$ cat src/hdl/rclip_delay.sv
`timescale 1ns / 1ps
// rclip_delay: enabled shift line that keeps side data aligned with the scalers
// no package dependency
module rclip_delay #(
   parameter int WIDTH = 8,
   parameter int DEPTH = 4
) (
   input  logic             clock,
   input  logic             adv,
   input  logic [WIDTH-1:0] d,
   output logic [WIDTH-1:0] q
);

   logic [WIDTH-1:0] line_ff [DEPTH];

   always_ff @(posedge clock) begin
      if (adv) begin
         line_ff[0] <= d;
         for (int i = 1; i < DEPTH; i++) begin
            line_ff[i] <= line_ff[i-1];
         end
      end
   end

   assign q = line_ff[DEPTH-1];

endmodule

$ cat config.mk
export PLATFORM = sky130hd
export DESIGN_NAME = rclip_delay
export DESIGN_NICKNAME = d
export VERILOG_FILES = /design/src/hdl/rclip_delay.sv
export SDC_FILE = /design/constraint.sdc
export NUM_CORES = 1
export LEC_CHECK = 0
export BUFFER_PORTS_ARGS = -buffer_cell sky130_fd_sc_hd__buf_2
export CAP_MARGIN = 40
export CORE_UTILIZATION = 55
export CTS_BUF_LIST = sky130_fd_sc_hd__clkbuf_4
export CTS_CLUSTER_DIAMETER = 100
export DETAILED_ROUTE_END_ITERATION = 8
export PLACE_DENSITY = 0.79
export REMOVE_ABC_BUFFERS = 1
export SYNTH_ARGS = -nofsm -noshare
export SYNTH_HDL_FRONTEND = slang
export SYNTH_SLANG_ARGS = --single-unit
export TNS_END_PERCENT = 20
$ cat constraint.sdc
create_clock -name clock -period 0.8 [get_ports clock]
set_input_delay 0.08 -clock clock [delete_from_list [all_inputs] [get_ports clock]]
set_output_delay 0.08 -clock clock [all_outputs]
set_load 0.01 [all_outputs]
After elaboration in Yosys (flattened, before gate mapping)
Memories as Yosys holds them, arrays and structs flattened. Index checks and enable logic that the tools add are counted.

Bits in registers: 0. Memory bits (writable): 32. Bits of input ports: 10. Output and inout port bits: 8. Logic and storage cells: 3. Memories kept: 1.

Muxes and demuxes: 2.

Memories: line_ff (depth 4, bits a word 8, read ports 4, clocked after memory_dff 0, write ports 4, line 14) `logic [WIDTH-1:0] line_ff [DEPTH];`.

Operators with widths (number): $mux W1 (2).

Longest topological paths before layout
Gate-level depths: netlist of run 1.

Depth after elaboration: 2. Gate-level depth with buffers: 0. Gate-level depth less buffers: 0.

Least setup slack after synthesis of run 1
Ideal clock, no wire load.

Path kind: register -> register. Start: mem line_ff[0][0]. End: mem line_ff[1][0], data pin. Setup time: 0.266 ns. Arrival time: 0.323 ns. Data required time: 0.534 ns. Setup slack: 0.211 ns. Cell stages (with the launch flop): 1. Buffers on the path: 0. Cell sequence: edfxtp_1.

RTL lines (line): start, declared (14).

==> reports/results.env, run 1 <==
SYNTH.AVG_CELL_AREA_UM2=30.0
FMAX_MHz=1110
CORE.ROWCOUNT=14
R2R_PATH_START='line_ff[0][7]'
PATH_CELLS='buf_2'
WORST_SETUP_PATH_START_KIND='flip-flop'
DIE_H_UM=43.8
BOUNDARYPINS=18
CTSLONGESTPATHBUFFERS=2
POWER-PER-CELL-AREA_nW_PER_UM2=2370
DR_TOTAL_VIAS=410
TIMING.MAX_SLEW.REL_SLACK=0.916
DRT_ITER0_DRC=9
REGMOSTFLOPS='line_ff'
SYNTHDISTINCTLIBCELLS=1
ROUTED_WIRELENGTH_UM=1010
FINAL_UTIL=0.773
SYNTH.CELL_AREA_UM2=961
SYNTH_TOP_AREA_SHARE=1.00
WORSTMARGINPINSLEW_NS=0.126
OUTCOME='finished with violations'
VDD_IR_DROP_MAX_mV=1.61
TRITONCTS.NUM_BUFFERS=5
LAYOUT_TOP_REGISTERS='line_ff: 32 flops'
MIN-DELAY-PATH-CLASS='input pin to flip-flop'
GRT_PASS1_WL_UM=1550
TIMING.CRITICAL_PATH.ARRIVAL_NS=0.82
GLOBALROUTE.BUSIESTLAYER='met2'
DETAILED_PLACE.AREA_UM2=1090
R2R_SETUP_SLACK_NS=0.16
COUNT_OF_ANTENNA_VIOLATING_NETS_LEFT_AFTER_DETAILED_ROUTING=0
VIA_COUNT_OF_THE_FIRST_GLOBAL_ROUTING_PASS=382
GR-USAGE-MET2=0.209
WORST_CLOCK_SKEW_NS=0.00470
FINAL_WEIGHTED_CONGESTION_IN_ROUTABILITY_DRIVEN_PLACEMENT=0.579
NUMPORTBUFFERS=17
GLOBAL_ROUTE.OVERFLOW_TOTAL=0
TIMING.FINAL.WS_SETUP_NS=-0.105
CLOCK_ROOT_CELL='clkbuf_4'
GLOBAL_ROUTE_MET3_USAGE=0.104
CPPEAKSTAGEDELAY_NS=0.37
CTS_HTREE_LEVELS=2
LAYOUT_MIN_CYCLE_TIME_NS=0.905
NUMBER_OF_RESIZED_INSTANCES_IN_THE_POST_CTS_REPAIR_STEP=0
FINALSETUPVIOLCOUNT=8
PLACEMENT.SETUP.WORST_SLACK_NS=0.122
ROUTEDWLPERCELL_UM=12.3
AREA_GROWTH_FROM_SYNTHESIS_TO_LAYOUT_PCT=26.8
START_UTIL=0.610
PROPORTION_OF_LAYOUT_CELLS_WITH_A_DRIVE_SUFFIX_ABOVE_1=0.364
WORST-R2R-CELL-COUNT=0
PART_OF_THE_YOSYS_AREA_USED_FOR_SEQUENTIAL_ELEMENTS=1.00
MULTIINPUTGATEAREA_UM2=0
SYNTH_TOP_CELLS_BY_AREA='edfxtp_1 100%'
TIMING.RR.END='line_ff[1][7]'
FINALNETCOUNT=76
SYNTH_SEQ_CELLS=32
TIMING.CRITICAL_PATH.MAX_DELAY_FAMILY='flip-flops'
YS_DOMINANT_REG_CELL='edfxtp_1'
POWER.STATIC_LEAKAGE_nW=0.454
CLOCK_SLEW_AT_REPORTED_PATH_FFS_NS=0.09
DIE_WIDTH_UM=43.8
CLOCK_SINKS=32
FAILED_CHECKS='DRC, setup timing'
NUMBER_OF_MULTI_INPUT_COMBINATIONAL_CELLS=0
YOSYS-TOP-CELLS-COUNT='32 x edfxtp_1'
NETLIST.TOP_CELL.BY_AREA='edfxtp_1'
CRITICAL_PATH_PEAK_FANOUT=1
PLACEABLECOREAREA_UM2=1580
CRIT_BUF_INV=1
GRT_ANTENNA_BEFORE_REPAIR=0
WORST_HOLD_PATH.ENDPOINT='line_ff[0][7]'
PATH_CLASS='flip-flop to output pin'
USE_MET1=0.110
POST_SYNTH_EDFFS=32
SYNTH-ASYNC-RESET-RATIO=0
HPWL_UM=511
DRC=1
CRIT_PATH_TOP_DELAY_CELL='edfxtp_1'
HOLD_PATH.STARTPOINT='adv'
ROUTE.DETAILED.VIAS_PER_INST=5.00
MAXCAPVIOLCOUNT=0
GRT_SETUP_UNREPAIRED='true'
CTS_TREE='built'
TIMING.CRITICAL_PATH.REQUIRED_NS=0.72
FP.DIEAREA_UM2=1920
NUM_ANTENNA_CELLS=0
YOSYS_WARNINGS=0
POST_CTS_REPAIR_TIMING_SETUP_BUFFER_COUNT=0
PIN_COUNT_OF_THE_BIGGEST_NET_ENTERING_GLOBAL_ROUTING=25
DETAIL_ROUTE.FIRST_PASS.ITERATIONS=6
TIMING.HOLD.WS_NS=0.178
CRITPATHCAPTURETYPE='output pin'
FINAL_MAX_SLEW_VIOL_COUNT=0
FINAL_DESIGN_AREA_NO_FILL_UM2=1220
POST_SYNTH_INST_COUNT=32
HOLD_VIOLATION_TOTAL_FROM_THE_FINAL_REPORT=0
TIMING.HOLD.WORST_PATH_DEPTH=2
FLIP_FLOP_COUNT_OF_THE_LARGEST_REGISTER_AFTER_LAYOUT=32
CLK_LATENCY_NS=0.31
TIMING.FINAL.CRIT_SHARE=1.13
GR-USAGE-ALL-LAYERS=0.133
YOSYS.CELL_COUNT.TOP_TYPE='edfxtp_1'
==> power by group <==
part | switching, mW | internal, mW | total, mW
Sequential | 0.0249 | 1.97 | 2.00
Combinational | 0.0591 | 0.0683 | 0.127
Clock | 0.454 | 0.306 | 0.760
==> cells in the final DEF, fill, tap and decap left out, drive strengths merged <==
cell type    count
clkbuf           5
clkinv           2
buf             19
edfxtp          32
dlygate4sd3      8
==> cell families (layout without fill, tap and decap cells) <==
logic type             count (synthesis)  after routing  share of synthesized area
flip-flops                            32             32                       1.00
buffers and inverters                  0             34                          0
==> final cells by class <==
class	instances	area (µm²)
fill	89	358
tap	16	20.0
sequential	32	961
clock buffer	5	37.5
timing repair buffer	27	193
clock inverter	2	7.51
==> layer usage <==
metal | up-vias | share of wire
met5 | - | 0
met3 | 3 | 0.083
met2 | 24 | 0.50
met4 | 0 | 0.017
met1 | 186 | 0.40
li1 | 197 | -
==> worst max path at each step <==
stage	cells after the start	to	startpoint	slack (ns)
2_1_floorplan	0	line_ff[1][0]	line_ff[0][0]	0.21
3_3_place_gp	2	line_ff[3][5]	adv	0.14
3_5_place_dp	2	line_ff[3][6]	adv	0.12
4_1_cts	1	q[7]	line_ff[3][7]	-0.12
5_1_grt	1	q[7]	line_ff[3][7]	-0.17
6_report	1	q[7]	line_ff[3][7]	-0.10
==> through the flow <==
stage	setup TNS (ns)	power (mW)	std cells
after floorplan	0	2.04	32
after global placement	0	2.12	67
after detailed placement	0	2.13	67
after CTS	-0.790	2.90	82
after global routing	-1.24	3.01	82
final	-0.719	2.88	82
==> what timing repair did <==
action | CTS | global route
endpoints found under the hold margin | 8 | 0
setup endpoints to repair | 8 | 8
hold buffers | 8 | 0
(Power assumes the default switching activity.)
==> run 2: changes to the inputs <==
- BUFFER_PORTS_ARGS: -buffer_cell sky130_fd_sc_hd__buf_2 -> unset
- CORE_UTILIZATION: 55 -> 58
- DONT_BUFFER_PORTS: unset -> 1
- PLACE_DENSITY: 0.79 -> 0.74
==> reports/results.env, run 2 (synthesized netlist as in run 1, its figures left out) <==
CLOCK_SINKS=32  # unchanged
R2R_PATH_START='line_ff[0][1]'
USE_MET1=0.117  # +0.00679
COUNT_OF_ANTENNA_VIOLATING_NETS_LEFT_AFTER_DETAILED_ROUTING=0  # unchanged
FINAL_WEIGHTED_CONGESTION_IN_ROUTABILITY_DRIVEN_PLACEMENT=0.594  # +2.6%
HOLD_PATH.STARTPOINT='adv'
POST_LAYOUT_NONFILLER_INSTANCES=63  # -23%
GLOBALROUTE.BUSIESTLAYER='met2'
DIE_H_UM=42.7  # -2.5%
GLOBAL_ROUTE_MET3_USAGE=0.0638  # -0.0403
FINALNETCOUNT=57  # -25%
GR-USAGE-ALL-LAYERS=0.116  # -0.0174
PLACEMENT.SETUP.WORST_SLACK_NS=0.172  # +0.0498 ns
TIMING.CRITICAL_PATH.REQUIRED_NS=0.72  # about the same
TIMING.HOLD.WS_NS=-0.112  # -0.290 ns
DIE_WIDTH_UM=42.7  # -2.5%
PATH_CLASS='flip-flop to output pin'
NUMBER_OF_MULTI_INPUT_COMBINATIONAL_CELLS=0  # unchanged
TIMING.FINAL.WS_SETUP_NS=-0.00356  # +0.101 ns
WORSTMARGINPINSLEW_NS=0.114  # -0.0120 ns
MIN-DELAY-PATH-CLASS='input pin to flip-flop'
PIN_COUNT_OF_THE_BIGGEST_NET_ENTERING_GLOBAL_ROUTING=33  # +32%
VDD_IR_DROP_MAX_mV=2.08  # +29%
WORST_CLOCK_SKEW_NS=0.00397  # -0.000737 ns
MULTIINPUTGATEAREA_UM2=0  # unchanged
NUM_ANTENNA_CELLS=0  # unchanged
ROUTEDWLPERCELL_UM=13.3  # +7.7%
ROUTED_WIRELENGTH_UM=836  # -17%
REGMOSTFLOPS='line_ff'
POWER_FRAC_SEQ=0.724  # +0.032
CLK_LATENCY_NS=0.30  # about the same
NUMPORTBUFFERS=0  # -17
TIMING.CRITICAL_PATH.ARRIVAL_NS=0.72  # -0.10 ns
AREA_GROWTH_FROM_SYNTHESIS_TO_LAYOUT_PCT=15.1
NETSWITCHINGPOWER_mW=0.476  # -12%
CRITICAL_PATH_PEAK_FANOUT=1  # unchanged
ROUTE.DETAILED.VIAS_PER_INST=5.41  # +8.3%
FMAX_MHz=1240  # +13%
CRITPATHCAPTURETYPE='output pin'
TIMING.MAX_SLEW.REL_SLACK=0.924  # +0.00818
CTSLONGESTPATHBUFFERS=2  # unchanged
NFILLCELLS=90  # +1.1%
FAILED_CHECKS='hold timing, setup timing'
PLACED_CELLS=48  # -28%
PROPORTION_OF_LAYOUT_CELLS_WITH_A_DRIVE_SUFFIX_ABOVE_1=0.106  # -0.257
NUMBER_OF_RESIZED_INSTANCES_IN_THE_POST_CTS_REPAIR_STEP=0  # unchanged
DR_TOTAL_VIAS=341  # -17%
CLOCK_ROOT_CELL='clkbuf_4'
OUTCOME='finished with violations'
BOUNDARYPINS=18  # unchanged
GR-USAGE-MET2=0.182  # -0.0271
VIA_COUNT_OF_THE_FIRST_GLOBAL_ROUTING_PASS=328  # -14%
FINAL_COMMON_CELL='edfxtp_1'
FINAL_DESIGN_AREA_NO_FILL_UM2=1110  # -9.2%
POST-LAYOUT-TOTAL-POWER_mW=2.78  # -3.5%
INTPOWER_mW=2.31  # -1.7%
DETAILED_PLACE.AREA_UM2=981  # -10%
LAYOUT_TOP_REGISTERS='line_ff: 32 flops'
HOLD_VIOLATION_TOTAL_FROM_THE_FINAL_REPORT=32  # +32
POWER.STATIC_LEAKAGE_nW=0.373  # -18%
FINALSETUPVIOLCOUNT=4  # -4
FP.DIEAREA_UM2=1820  # -4.9%
TRITONCTS.NUM_BUFFERS=5  # unchanged
LAYOUT_MIN_CYCLE_TIME_NS=0.804  # -0.101 ns
DRC=0  # -1
TIMING.FINAL.CRIT_SHARE=1.00  # -0.127
DRT_ITER0_DRC=6  # -3
PLACEABLECOREAREA_UM2=1520  # -3.3%
CORE.ROWCOUNT=14  # unchanged
COMB_POWER_SHARE=0.011  # -0.033
FLIP_FLOP_COUNT_OF_THE_LARGEST_REGISTER_AFTER_LAYOUT=32  # unchanged
GLOBAL_ROUTE.OVERFLOW_TOTAL=0  # unchanged
MAXCAPVIOLCOUNT=0  # unchanged
SWITCHING_SHARE_OF_POWER=0.171  # -0.0155
WORST_SETUP_PATH_STARTPOINT='line_ff[3][4]'
CTS_HTREE_LEVELS=2  # unchanged
DETAIL_ROUTE.FIRST_PASS.ITERATIONS=2  # -4
POST_CTS_REPAIR_TIMING_SETUP_BUFFER_COUNT=0  # unchanged
POSTCTSHOLDBUFS=8  # unchanged
SETUP_TOTAL_NEGATIVE_SLACK_NS=-0.0118  # +0.707 ns
GRT_PASS1_WL_UM=1370  # -12%
CLOCK_SLEW_AT_REPORTED_PATH_FFS_NS=0.08  # about the same
FINAL_MAX_SLEW_VIOL_COUNT=0  # unchanged
POWER.SHARE.CLOCK=0.265  # +0.002
POWER-PER-CELL-AREA_nW_PER_UM2=2520  # +6.3%
GRT_SETUP_UNREPAIRED='true'
GRT_ANTENNA_BEFORE_REPAIR=0  # unchanged
START_UTIL=0.631  # +0.0210
CTS_TREE='built'
WORST_SETUP_PATH_START_KIND='flip-flop'
LAYOUT_COMMON_CELLS='32 x edfxtp_1, 8 x dlygate4sd3_1, 5 x clkbuf_4, 2 x clkinv_1'
[run 2: cell count changes in the layout (fill, tap and decap cells not counted), sizes merged]
cell	previous run	this run
buf	19	0
[run 2: through the flow]
stage | utilization | hold WS (ns)
floorplan | - | 0.179
global placement | 0.644 | 0.179
detailed placement | 0.644 | 0.179
CTS | 0.726 | -0.124
global route | 0.726 | -0.138
finish | 0.726 | -0.112
[run 2: metal layers]
metal	up-vias	wire, µm	share of wire
met4	0	13	0.016
met3	2	53	0.063
li1	159	-	-
met2	21	446	0.53
met1	159	323	0.39
met5	-	0	0
[run 2: worst paths after layout]
kind                    to  slack [ns]  depth (start not counted)
min reg2reg  line_ff[3][1]        0.42                          0
min          line_ff[0][6]       -0.11                          0
max                   q[4]      -0.004                          0
max reg2reg  line_ff[1][1]        0.15                          0
[run 2: power groups by stage]
stage | registers (mW) | clock network [mW] | logic [mW]
2_1_floorplan | 2.04 | 0 | 0
3_3_place_gp | 2.04 | 0 | 0
3_5_place_dp | 2.05 | 0 | 0
4_1_cts | 2.01 | 0.759 | 0.0297
5_1_grt | 2.02 | 0.833 | 0.0330
6_report | 2.01 | 0.738 | 0.0314
[run 2: area by class of cell]
type | count | area (µm²) | share of cell area
sequential | 32 | 961 | 0.869
timing repair buffer | 8 | 80.1 | 0.0724
clock buffer | 5 | 37.5 | 0.0339
tap | 16 | 20.0 | 0.0181
clock inverter | 2 | 7.51 | 0.00679
